**config.mk**
```make
export PLATFORM = sky130hd
export DESIGN_NAME = rv64i_instruction_decoder_top
export DESIGN_NICKNAME = d
export VERILOG_FILES = /design/src/design/rvdec_pkg.sv /design/src/design/rvdec_opdec.sv /design/src/design/rv64i_instruction_decoder_top.sv
export VERILOG_INCLUDE_DIRS = /design/src /design/src/design
export SDC_FILE = /design/constraint.sdc
export NUM_CORES = 1
export LEC_CHECK = 0
export BUFFER_PORTS_ARGS = -buffer_cell sky130_fd_sc_hd__buf_2
export CELL_PAD_IN_SITES_DETAIL_PLACEMENT = 1
export CELL_PAD_IN_SITES_GLOBAL_PLACEMENT = 2
export CORE_MARGIN = 5
export CORE_UTILIZATION = 38
export CTS_BUF_LIST = sky130_fd_sc_hd__clkbuf_16
export CTS_CLUSTER_SIZE = 14
export DETAILED_ROUTE_END_ITERATION = 7
export PLACE_DENSITY_LB_ADDON = 0.1
export SLEW_MARGIN = 10
export SYNTH_ARGS = -nofsm -noshare
export SYNTH_HDL_FRONTEND = slang
export SYNTH_HIERARCHICAL = 1
export SYNTH_SLANG_ARGS = --single-unit
```
**constraint.sdc**
```tcl
create_clock -name clk -period 4.5 [get_ports clk]
set_input_delay 0.45 -clock clk [delete_from_list [all_inputs] [get_ports clk]]
set_output_delay 0.45 -clock clk [all_outputs]
set_load 0.02 [all_outputs]
```
**src/design/assert_macros.svh**
```systemverilog
// Assertion helpers, clocked on clk and disabled during reset.
`ifndef ASSERT_MACROS_SVH
`define ASSERT_MACROS_SVH

`ifndef ASSERT_OFF

`define ASSERT_ALWAYS(label, expr, msg) \
	label: assert property (@(posedge clk) disable iff (!arst_n) (expr)) else $error(msg);

`define ASSERT_IMPLIES(label, pre, post, msg) \
	label: assert property (@(posedge clk) disable iff (!arst_n) (pre) |-> (post)) \
		else $error(msg);

`define ASSERT_NEXT(label, pre, post, msg) \
	label: assert property (@(posedge clk) disable iff (!arst_n) (pre) |=> (post)) \
		else $error(msg);

`else

`define ASSERT_ALWAYS(label, expr, msg)
`define ASSERT_IMPLIES(label, pre, post, msg)
`define ASSERT_NEXT(label, pre, post, msg)

`endif

`endif

```
**src/design/rvdec_pkg.sv**
```systemverilog
package rvdec_pkg;

	typedef enum logic [5:0] {
		OP_ILLEGAL = 6'd0,
		OP_LUI     = 6'd1,
		OP_AUIPC   = 6'd2,
		OP_JAL     = 6'd3,
		OP_JALR    = 6'd4,
		OP_BEQ     = 6'd5,
		OP_BNE     = 6'd6,
		OP_BLT     = 6'd7,
		OP_BGE     = 6'd8,
		OP_BLTU    = 6'd9,
		OP_BGEU    = 6'd10,
		OP_LB      = 6'd11,
		OP_LH      = 6'd12,
		OP_LW      = 6'd13,
		OP_LBU     = 6'd14,
		OP_LHU     = 6'd15,
		OP_SB      = 6'd16,
		OP_SH      = 6'd17,
		OP_SW      = 6'd18,
		OP_ADDI    = 6'd19,
		OP_SLTI    = 6'd20,
		OP_SLTIU   = 6'd21,
		OP_XORI    = 6'd22,
		OP_ORI     = 6'd23,
		OP_ANDI    = 6'd24,
		OP_SLLI    = 6'd25,
		OP_SRLI    = 6'd26,
		OP_SRAI    = 6'd27,
		OP_ADD     = 6'd28,
		OP_SUB     = 6'd29,
		OP_SLL     = 6'd30,
		OP_SLT     = 6'd31,
		OP_SLTU    = 6'd32,
		OP_XOR     = 6'd33,
		OP_SRL     = 6'd34,
		OP_SRA     = 6'd35,
		OP_OR      = 6'd36,
		OP_AND     = 6'd37,
		OP_FENCE   = 6'd38,
		OP_FENCE_I = 6'd39,
		OP_ECALL   = 6'd40,
		OP_EBREAK  = 6'd41,
		OP_CSRRW   = 6'd42,
		OP_CSRRS   = 6'd43,
		OP_CSRRC   = 6'd44,
		OP_CSRRWI  = 6'd45,
		OP_CSRRSI  = 6'd46,
		OP_CSRRCI  = 6'd47,
		OP_LWU     = 6'd48,
		OP_LD      = 6'd49,
		OP_SD      = 6'd50,
		OP_ADDIW   = 6'd51,
		OP_SLLIW   = 6'd52,
		OP_SRLIW   = 6'd53,
		OP_SRAIW   = 6'd54,
		OP_ADDW    = 6'd55,
		OP_SUBW    = 6'd56,
		OP_SLLW    = 6'd57,
		OP_SRLW    = 6'd58,
		OP_SRAW    = 6'd59,
		OP_SRET    = 6'd60,
		OP_MRET    = 6'd61
	} op_t;

	typedef enum logic [2:0] {
		FMT_R = 3'd0,
		FMT_I = 3'd1,
		FMT_S = 3'd2,
		FMT_B = 3'd3,
		FMT_U = 3'd4,
		FMT_J = 3'd5
	} fmt_t;

	typedef struct packed {
		op_t  op;
		fmt_t fmt;
	} dec_t;

	localparam logic [6:0] OPC_LUI    = 7'h37;
	localparam logic [6:0] OPC_AUIPC  = 7'h17;
	localparam logic [6:0] OPC_JAL    = 7'h6F;
	localparam logic [6:0] OPC_JALR   = 7'h67;
	localparam logic [6:0] OPC_BRANCH = 7'h63;
	localparam logic [6:0] OPC_LOAD   = 7'h03;
	localparam logic [6:0] OPC_STORE  = 7'h23;
	localparam logic [6:0] OPC_OPIMM  = 7'h13;
	localparam logic [6:0] OPC_OPIMM32 = 7'h1B;
	localparam logic [6:0] OPC_OP     = 7'h33;
	localparam logic [6:0] OPC_OP32   = 7'h3B;
	localparam logic [6:0] OPC_FENCE  = 7'h0F;
	localparam logic [6:0] OPC_SYSTEM = 7'h73;

	localparam logic [6:0] F7_BASE = 7'h00;
	localparam logic [6:0] F7_ALT  = 7'h20;
	localparam logic [5:0] F6_BASE = 6'h00;
	localparam logic [5:0] F6_ALT  = 6'h10;

	localparam logic [31:0] WORD_ECALL  = 32'h0000_0073;
	localparam logic [31:0] WORD_EBREAK = 32'h0010_0073;
	localparam logic [31:0] WORD_SRET   = 32'h1020_0073;
	localparam logic [31:0] WORD_MRET   = 32'h3020_0073;
	localparam logic [31:0] FENCE_MASK  = 32'hF00F_FFF0;
	localparam logic [31:0] FENCEI_MASK = 32'hFFFF_EFF0;

endpackage

```
**src/design/rvdec_opdec.sv**
```systemverilog
module rvdec_opdec import rvdec_pkg::*; (
	input  logic [31:0] word,
	output dec_t        dec
);

	logic [6:0] opc;
	logic [2:0] f3;
	logic [6:0] f7;
	logic [5:0] f6;
	op_t        op;
	fmt_t       fmt;

	assign opc = word[6:0];
	assign f3  = word[14:12];
	assign f7  = word[31:25];
	assign f6  = word[31:26];

	always_comb begin
		op  = OP_ILLEGAL;
		fmt = FMT_R;
		unique case (opc)
			OPC_LUI: begin
				op  = OP_LUI;
				fmt = FMT_U;
			end
			OPC_AUIPC: begin
				op  = OP_AUIPC;
				fmt = FMT_U;
			end
			OPC_JAL: begin
				op  = OP_JAL;
				fmt = FMT_J;
			end
			OPC_JALR: begin
				fmt = FMT_I;
				if (f3 == 3'd0) op = OP_JALR;
			end
			OPC_BRANCH: begin
				fmt = FMT_B;
				unique case (f3)
					3'd0: op = OP_BEQ;
					3'd1: op = OP_BNE;
					3'd4: op = OP_BLT;
					3'd5: op = OP_BGE;
					3'd6: op = OP_BLTU;
					3'd7: op = OP_BGEU;
					default: op = OP_ILLEGAL;
				endcase
			end
			OPC_LOAD: begin
				fmt = FMT_I;
				unique case (f3)
					3'd0: op = OP_LB;
					3'd1: op = OP_LH;
					3'd2: op = OP_LW;
					3'd3: op = OP_LD;
					3'd4: op = OP_LBU;
					3'd5: op = OP_LHU;
					3'd6: op = OP_LWU;
					default: op = OP_ILLEGAL;
				endcase
			end
			OPC_STORE: begin
				fmt = FMT_S;
				unique case (f3)
					3'd0: op = OP_SB;
					3'd1: op = OP_SH;
					3'd2: op = OP_SW;
					3'd3: op = OP_SD;
					default: op = OP_ILLEGAL;
				endcase
			end
			OPC_OPIMM: begin
				fmt = FMT_I;
				unique case (f3)
					3'd0: op = OP_ADDI;
					3'd1: op = (f6 == F6_BASE) ? OP_SLLI : OP_ILLEGAL;
					3'd2: op = OP_SLTI;
					3'd3: op = OP_SLTIU;
					3'd4: op = OP_XORI;
					3'd5: begin
						if (f6 == F6_BASE) op = OP_SRLI;
						else if (f6 == F6_ALT) op = OP_SRAI;
					end
					3'd6: op = OP_ORI;
					3'd7: op = OP_ANDI;
					default: op = OP_ILLEGAL;
				endcase
			end
			OPC_OPIMM32: begin
				fmt = FMT_I;
				unique case (f3)
					3'd0: op = OP_ADDIW;
					3'd1: op = (f7 == F7_BASE) ? OP_SLLIW : OP_ILLEGAL;
					3'd5: begin
						if (f7 == F7_BASE) op = OP_SRLIW;
						else if (f7 == F7_ALT) op = OP_SRAIW;
					end
					default: op = OP_ILLEGAL;
				endcase
			end
			OPC_OP: begin
				if (f7 == F7_BASE) begin
					unique case (f3)
						3'd0: op = OP_ADD;
						3'd1: op = OP_SLL;
						3'd2: op = OP_SLT;
						3'd3: op = OP_SLTU;
						3'd4: op = OP_XOR;
						3'd5: op = OP_SRL;
						3'd6: op = OP_OR;
						3'd7: op = OP_AND;
						default: op = OP_ILLEGAL;
					endcase
				end else if (f7 == F7_ALT) begin
					if (f3 == 3'd0) op = OP_SUB;
					else if (f3 == 3'd5) op = OP_SRA;
				end
			end
			OPC_OP32: begin
				if (f7 == F7_BASE) begin
					if (f3 == 3'd0) op = OP_ADDW;
					else if (f3 == 3'd1) op = OP_SLLW;
					else if (f3 == 3'd5) op = OP_SRLW;
				end else if (f7 == F7_ALT) begin
					if (f3 == 3'd0) op = OP_SUBW;
					else if (f3 == 3'd5) op = OP_SRAW;
				end
			end
			OPC_FENCE: begin
				fmt = FMT_I;
				if (f3 == 3'd0 && (word & FENCE_MASK) == 32'd0) op = OP_FENCE;
				else if (f3 == 3'd1 && (word & FENCEI_MASK) == 32'd0) op = OP_FENCE_I;
			end
			OPC_SYSTEM: begin
				fmt = FMT_I;
				unique case (f3)
					3'd0: begin
						if (word == WORD_ECALL) op = OP_ECALL;
						else if (word == WORD_EBREAK) op = OP_EBREAK;
						else if (word == WORD_SRET) op = OP_SRET;
						else if (word == WORD_MRET) op = OP_MRET;
					end
					3'd1: op = OP_CSRRW;
					3'd2: op = OP_CSRRS;
					3'd3: op = OP_CSRRC;
					3'd5: op = OP_CSRRWI;
					3'd6: op = OP_CSRRSI;
					3'd7: op = OP_CSRRCI;
					default: op = OP_ILLEGAL;
				endcase
			end
			default: op = OP_ILLEGAL;
		endcase
		if (op == OP_ILLEGAL) fmt = FMT_R;
	end

	assign dec.op  = op;
	assign dec.fmt = fmt;

endmodule

```
**src/design/rv64i_instruction_decoder_top.sv**
```systemverilog
// Channel | Signals                                   | Direction
// input   | in_valid, in_ready, instruction_word      | into block
// output  | out_valid, out_ready, operation_code,     | out of block
//         | immediate_format, immediate_value,        |
//         | dest_register, source_register_one/two,   |
//         | illegal_flag                              |
// Three register stages: word capture, opcode/format decode, immediate and output.
// One transaction per cycle unless stalled; out_valid rises when the word reaches stage 3.
// arst_n clears all valid bits; payload registers are not reset.
// A stall on the output freezes all stages together, so in_ready = !(out_valid & !out_ready).
`include "assert_macros.svh"

module rv64i_instruction_decoder_top import rvdec_pkg::*; (
	input  logic               clk,
	input  logic               arst_n,
	input  logic               in_valid,
	output logic               in_ready,
	input  logic [31:0]        instruction_word,
	output logic               out_valid,
	input  logic               out_ready,
	output logic [5:0]         operation_code,
	output logic [2:0]         immediate_format,
	output logic signed [31:0] immediate_value,
	output logic [4:0]         dest_register,
	output logic [4:0]         source_register_one,
	output logic [4:0]         source_register_two,
	output logic               illegal_flag
);

	logic        stall;
	logic        valid_s1;
	logic [31:0] word_s1;
	logic        valid_s2;
	logic [31:0] word_s2;
	dec_t        dec_s2;
	dec_t        dec_c;
	logic [31:0] imm_c;
	logic        valid_s3;
	op_t         op_s3;
	fmt_t        fmt_s3;
	logic [31:0] imm_s3;
	logic [4:0]  rd_s3;
	logic [4:0]  rs1_s3;
	logic [4:0]  rs2_s3;

	assign stall    = valid_s3 && !out_ready;
	assign in_ready = !stall;

	rvdec_opdec u_opdec (
		.word (word_s1),
		.dec  (dec_c)
	);

	always_comb begin
		unique case (dec_s2.fmt)
			FMT_I: imm_c = {{20{word_s2[31]}}, word_s2[31:20]};
			FMT_S: imm_c = {{20{word_s2[31]}}, word_s2[31:25], word_s2[11:7]};
			FMT_B: imm_c = {{20{word_s2[31]}}, word_s2[7], word_s2[30:25],
				word_s2[11:8], 1'b0};
			FMT_U: imm_c = {word_s2[31:12], 12'd0};
			FMT_J: imm_c = {{12{word_s2[31]}}, word_s2[19:12], word_s2[20],
				word_s2[30:21], 1'b0};
			default: imm_c = 32'd0;
		endcase
	end

	always_ff @(posedge clk or negedge arst_n) begin
		if (!arst_n) begin
			valid_s1 <= 1'b0;
			valid_s2 <= 1'b0;
			valid_s3 <= 1'b0;
		end else if (!stall) begin
			valid_s1 <= in_valid;
			valid_s2 <= valid_s1;
			valid_s3 <= valid_s2;
		end
	end

	always_ff @(posedge clk) begin
		if (!stall) begin
			word_s1 <= instruction_word;
			word_s2 <= word_s1;
			dec_s2  <= dec_c;
			op_s3   <= dec_s2.op;
			fmt_s3  <= dec_s2.fmt;
			imm_s3  <= imm_c;
			rd_s3   <= word_s2[11:7];
			rs1_s3  <= word_s2[19:15];
			rs2_s3  <= word_s2[24:20];
		end
	end

	assign out_valid           = valid_s3;
	assign operation_code      = op_s3;
	assign immediate_format    = fmt_s3;
	assign immediate_value     = imm_s3;
	assign dest_register       = rd_s3;
	assign source_register_one = rs1_s3;
	assign source_register_two = rs2_s3;
	assign illegal_flag        = (op_s3 == OP_ILLEGAL);

	`ASSERT_NEXT(a_accept_enters, in_valid && in_ready, valid_s1, "accepted transaction lost at stage 1")
	`ASSERT_NEXT(a_stall_holds_s2, stall, $stable(valid_s2) && $stable(word_s2), "stage 2 moved during stall")
	`ASSERT_IMPLIES(a_illegal_fmt, out_valid && illegal_flag, immediate_format == FMT_R && immediate_value == 32'sd0, "illegal result carries immediate")
	`ASSERT_IMPLIES(a_rformat_zero, out_valid && immediate_format == FMT_R, immediate_value == 32'sd0, "R format with nonzero immediate")

endmodule
```
==> impl_metrics.json, run 1 <==
{
  "finalMaxSlewViolations": 0,
  "clkTransAtPathRegs_ns": 0.05,
  "crit_buf_inv": 1,
  "crit_slowest_cell": "edfxtp_1",
  "io_buffers": 94,
  "start_util_pct": 39.2,
  "yosys.area_share.simple_pct": 16.7,
  "setup_ws_ns": 1.30,
  "drtAntennaViolNets": 0,
  "layout_commonest_cell": "edfxtp_1",
  "cts_setup_buffers": 0,
  "grt_pass1_vias": 3750,
  "track_usage_pct": 16.8,
  "synthXorXnorAreaFrac_pct": 0.160,
  "synth_cell_type_count": 63,
  "hold_violations": 0,
  "crit_family": "simple AND/OR/NAND/NOR gates",
  "globalplace.congestion": 0.918,
  "grt_first_pass_wirelength_mm": 21.2,
  "r2r_start": "word_s1[13]",
  "grt_antenna_before_repair": 0,
  "dpl_worst_slack_ns": 1.32,
  "syn_to_final_growth_pct": 21.3,
  "fin_crit_ns": 3.20,
  "placementRows": 43,
  "tightest_slew_ns": 0.904,
  "firstDrtPassIters": 4,
  "async_reset_ff_share_pct": 2.40,
  "fmax_ghz": 0.312,
  "comb_power_share_pct": 22.0,
  "boundaryPins": 95,
  "rsz0062_at_grt": "false",
  "synth-compound-area-share_pct": 10.4,
  "p_switching_mw": 1.24,
  "die_h_um": 130,
  "dieArea_mm2": 0.0169,
  "max-vdd-ir-drop_uv": 225,
  "drt_iter0_markers": 276,
  "synth.avg_cell_area_um2": 14.0,
  "fin_tns_setup_ns": 0,
  "cp-start-kind": "flop",
  "holdPathStages": 1,
  "cp.required_ns": 4.76,
  "fillers": 1460,
  "end_kind": "flop",
  "max_slew_margin_pct": 39.2,
  "grt_max_degree": 92,
  "drive_above_1_share_pct": 27.1,
  "die-width_um": 130,
  "cts_resized": 0,
  "vias": 3653,
  "seq_power_share_pct": 46.7,
  "worstHoldStart": "instruction_word[3]",
  "setup.worst_path.start": "word_s1[13]",
  "nNetsFinal": 531,
  "switching_share_pct": 30.9,
  "ff2ff_path_depth": 9,
  "muxShareOfSynthArea_pct": 0.776,
  "slowest_delay_ns": 0.63,
  "ys_ff_latch": 125,
  "gr-total-overflow": 0,
  "p_per_area_mw_per_mm2": 602,
  "critical_path_class": "reg -> reg",
  "most-common-layout-cells": "edfxtp_1, buf_2, nand2_1, nor2_1, a21o_1",
  "finClkSkew_ns": 0.00747,
  "syn_nets": 433,
  "clk_latency_ns": 0.41,
  "cts_buffer_depth": 2,
  "cp.arrival_ns": 3.46,
  "cts_root_buf": "clkbuf_16",
  "cts_buffers": 17,
  "cts_hold_buf": 1,
  "detail_route.wl_per_cell_um": 20.3,
  "viasPerCell": 5.36,
  "crit_chain": "inv_1 > ha_1 > nor4b_4 > nand4b_1 > a2111oi_2 > a31oi_1 > nand4_1 > nor4_2 > a21oi_1",
  "status": "complete, no violations",
  "crit_path_max_fanout": 17,
  "power_leakage_nw": 2.67,
  "dpl.hpwl_mm": 9.81,
  "netlist_area_mm2": 0.00548,
  "hold_class": "in -> reg",
  "htree_levels": 4,
  "synth-seq-area-share_pct": 68.2,
  "cts_sinks": 125,
  "diodes": 0,
  "synth_top_family_by_area": "simple AND/OR/NAND/NOR gates",
  "core_area_mm2": 0.0140,
  "fin_crit_sh_pct": 71.1,
  "routed_wl_mm": 13.8,
  "setup_viol": 0,
  "synth_edf_count": 122,
  "drv_cap": 0,
  "internal-power_mw": 2.76,
  "ys_warn_count": 6,
  "synthCells": 392,
  "drc_errors": 0,
  "cts_tree": "built",
  "cp.depth": 9,
  "synthAdderAreaFrac_pct": 1.14,
  "ys.flop_type": "edfxtp_1",
  "power.share.clock_pct": 31.3
}
path summary, 6_finish.rpt:
check                                    endpoint  slack, ns
worst max-delay path                    dec_s2[1]       1.30
worst min-delay path                   word_s1[3]       0.21
worst max register to register          dec_s2[1]       1.30
worst min register to register  operation_code[5]       0.41
max in group asynchronous                valid_s2       4.02
min in group asynchronous                valid_s1       0.37
synthesized netlist by cell type (3+ instances only):
cell	number	area share (%)
and3b_1	3	0.48
dfrtp_1	3	1.4
buf_2	5	0.46
nand4_1	5	0.57
or3_1	3	0.34
nor3b_1	4	0.55
nor4_2	3	0.69
nor3_1	14	1.3
nand2b_1	9	1.0
edfxtp_1	122	67
inv_1	7	0.48
nor2b_1	11	1.3
nor4_1	10	1.1
o21ai_0	12	1.1
and3_1	3	0.34
nor2_1	21	1.4
clkbuf_1	8	0.55
nand2_1	25	1.7
nand4b_1	5	0.80
buf_4	3	0.41
a211oi_1	6	0.82
a21o_1	19	2.6
a22o_1	5	0.80
and2_1	8	0.91
a21oi_1	15	1.4
nand3_1	11	1.0
buf_6	3	0.62
ha_1	5	1.1
a31oi_1	4	0.46
per-stage QoR:
stage               total power, mW  area, um2  hold WS, ns  utilization (%)  std cells
floorplan                      2.46       5480        0.154                -        392
global placement               2.76       6100        0.247             43.6        650
detailed placement             2.79       6100        0.253             43.6        650
CTS                            4.05       6650        0.194             47.5        681
global route                   4.19       6650        0.194             47.5        681
finish                         4.00       6650        0.212             47.5        681
cell type report:
class,instances,area (um2),share of cell area (%)
multi-input cells,240,1600,24.1
clock buffers,17,425,6.40
inverters,8,32.5,0.489
clock inverters,13,111,1.68
well taps,180,225,3.39
flip-flops and latches,125,3740,56.2
repair buffers,98,515,7.75
flip-flops by register name (all words and copies together) (netlist names):
name / cells
dec_s2: 9
dest_register: 5
immediate_format: 3
immediate_value: 32
operation_code: 6
out_valid: 1
source_register_one: 5
source_register_two: 5
valid_s1: 1
valid_s2: 1
word_s1: 32
word_s2: 25
metal layers:
| layer | track usage [%] | routed length [um] |
|---|---|---|
| met1 | 21.9 | 6030 |
| met2 | 27.4 | 6810 |
| met3 | 3.64 | 678 |
| met4 | 6.85 | 297 |
| met5 | 0 | 0 |
cells by family after synthesis:
logic type / after synthesis
AOI/OAI and AO/OA: 81
xor gates and xnor gates: 1
adders and majority gates: 5
buffers and inverters: 27
DFF: 125
muxes: 3
and+or+nand+nor: 150
power by group through the flow:
| stage | clock network (mW) | registers (mW) | logic, mW |
|---|---|---|---|
| after global routing | 1.34 | 1.91 | 0.948 |
| after floorplan | 0 | 2.07 | 0.391 |
| after detailed placement | 0 | 1.90 | 0.892 |
| after CTS | 1.28 | 1.88 | 0.895 |
| final | 1.25 | 1.87 | 0.879 |
| after global placement | 0 | 1.88 | 0.881 |
(Power assumes the default switching activity.)
==> run 2: changes to the inputs <==
ABC_AREA = 1   (was unset)
CORE_UTILIZATION = 36   (was 38)
clock period = 3.35 ns   (was 4.5 ns; I/O delays follow)
==> run 2 against run 1 <==
Against the previous run: global-route usage is essentially flat; largest power group unchanged; critical path type unchanged; maximum frequency grew 14%; cell count is 27% higher.
==> impl_metrics.json, run 2 <==
{
  "status": "complete, no violations",
  "fin_tns_setup_ns": 0,
  "final_area_mm2": 0.00697,
  "cts_buffers": 17,
  "synthMostInstantiatedCell": "nand2_1",
  "async_reset_ff_share_pct": 2.40,
  "setup_viol": 0,
  "most-common-layout-cells": "nand2_1, edfxtp_1, buf_2, nor2_1, inv_1",
  "cts_sinks": 125,
  "ys_warn_count": 6,
  "netlist.area_leader.share_pct": 65.0,
  "nNetsFinal": 683,
  "final_cells": 866,
  "boundaryPins": 95,
  "dp.cells": 833,
  "detail_route.wl_per_cell_um": 17.0,
  "yosysTopAreaCell": "edfxtp_1",
  "cts_resized": 0,
  "core_area_mm2": 0.0153,
  "placementRows": 45,
  "power_leakage_nw": 3.16,
  "drt_iter0_markers": 226,
  "synth.avg_cell_area_um2": 10.6,
  "syn_to_final_growth_pct": 23.8,
  "firstDrtPassIters": 4,
  "synth_edf_count": 122,
  "synthTopCellsByCount": "nand2_1, edfxtp_1, nor2_1, inv_1, nand3_1",
  "gr-total-overflow": 0,
  "track_usage_pct": 16.8,
  "tightest_slew_ns": 0.572,
  "fmax_ghz": 0.356,
  "hold_class": "in -> reg",
  "ys.flop_type": "edfxtp_1",
  "grt_first_pass_wirelength_mm": 23.3,
  "cp.required_ns": 3.53,
  "dieArea_mm2": 0.0182,
  "fin_crit_sh_pct": 83.8,
  "die_h_um": 135,
  "rsz0062_at_grt": "false",
  "grt_antenna_before_repair": 0,
  "fin_total_pwr_mw": 5.54,
  "drtAntennaViolNets": 0,
  "clkTransAtPathRegs_ns": 0.06,
  "fin_crit_ns": 2.81,
  "io_buffers": 94,
  "crit_path_max_fanout": 10,
  "diodes": 0,
  "viasPerCell": 4.68,
  "finClkSkew_ns": 0.0215,
  "max_slew_margin_pct": 61.9,
  "drc_errors": 0,
  "ys_ff_latch": 125,
  "synth-seq-area-share_pct": 66.4,
  "max-vdd-ir-drop_uv": 389,
  "syn_nets": 571,
  "p_per_area_mw_per_mm2": 795,
  "dpl.hpwl_mm": 11.2,
  "netlist_area_mm2": 0.00563,
  "drv_cap": 0,
  "start_util_pct": 36.9,
  "htree_levels": 4,
  "die-width_um": 135,
  "synth_cell_type_count": 29,
  "cts_root_buf": "clkbuf_16",
  "routed_wl_mm": 14.7,
  "critical_path_class": "reg -> reg",
  "grt_max_degree": 59,
  "end_kind": "flop",
  "grt_pass1_vias": 4333,
  "postPlaceCellArea_mm2": 0.00636,
  "synthTopCellsByArea": "edfxtp_1, nand2_1, nor2_1, nand3_1, inv_1",
  "clk_latency_ns": 0.42,
  "vias": 4054,
  "drive_above_1_share_pct": 24.0,
  "finalMaxSlewViolations": 0,
  "cts_tree": "built",
  "hold_violations": 0,
  "cp-start-kind": "flop",
  "globalplace.congestion": 0.839,
  "synthCells": 530,
  "layout_commonest_cell": "nand2_1",
  "cp.arrival_ns": 2.99,
  "cts_buffer_depth": 2
}
==> run 2: path summary, 6_finish.rpt <==
path,startpoint,end,slack (ns),cells after the start
worst max-delay path,word_s1[13],dec_s2[0],0.54,14
worst min-delay path,instruction_word[1],word_s1[1],0.08,1
worst max register to register,word_s1[13],dec_s2[0],0.54,14
worst min register to register,dec_s2[4],operation_code[1],0.42,0
max in group asynchronous,arst_n,valid_s1,3.00,2
min in group asynchronous,arst_n,valid_s2,0.24,2
==> run 2: through the flow <==
step | hold WS (ns) | setup WS (ns) | util [%]
after floorplan | 0.0394 | 0.872 | -
after global placement | 0.131 | 0.581 | 41.7
after detailed placement | 0.134 | 0.585 | 41.7
after CTS | 0.0695 | 0.569 | 45.7
after global routing | 0.0644 | 0.342 | 45.7
final | 0.0778 | 0.542 | 45.7
==> run 2: final cells by class <==
class	instances	area [um2]
clock inverter	15	179
multi-input combinational	337	1620
inverter	64	240
timing repair buffer	97	508
tap	211	264
sequential	125	3740
fill	1702	8290
clock buffer	17	425
==> run 2: critical path, cell delays in order, from the launching register on <==
cell and delay [ns]:
edfxtp_1 0.54, inv_1 0.14, ha_1 0.27, nand2_1 0.25, inv_1 0.13, nand3_1 0.22, nand2_1 0.10, a21oi_1 0.26
nand2_1 0.11, nor2_1 0.09, nand2_1 0.08, nor2_1 0.09, nand3_1 0.14, nand2_1 0.09, inv_1 0.04
==> run 2: timing repair <==
action / in CTS / in global routing
hold buffers: 1 / 0
endpoints found under the setup margin: 0 / 0
setup buffers: 0 / 0
endpoints found under the hold margin: 3 / 0
==> run 2: metal layers <==
metal	part of all wire (%)	GRT usage [%]
met1	44	20.1
met2	51	29.5
met3	4.2	3.99
met4	1.7	6.16
met5	0	0
==> run 2: cell families after synthesis <==
logic type      synth area share, %
buf+inv                        5.06
compound gates                 4.24
simple gates                   23.2
fa+ha+maj                      1.11
flops                          66.4
==> run 2: power by group <==
group | total [mW] | leakage, nW | switching [mW] | internal, mW
clock network | 1.88 | 0.297 | 0.652 | 1.23
registers | 2.46 | 1.31 | 0.203 | 2.26
logic | 1.20 | 1.55 | 0.866 | 0.334
total | 5.54 | 3.16 | 1.72 | 3.82
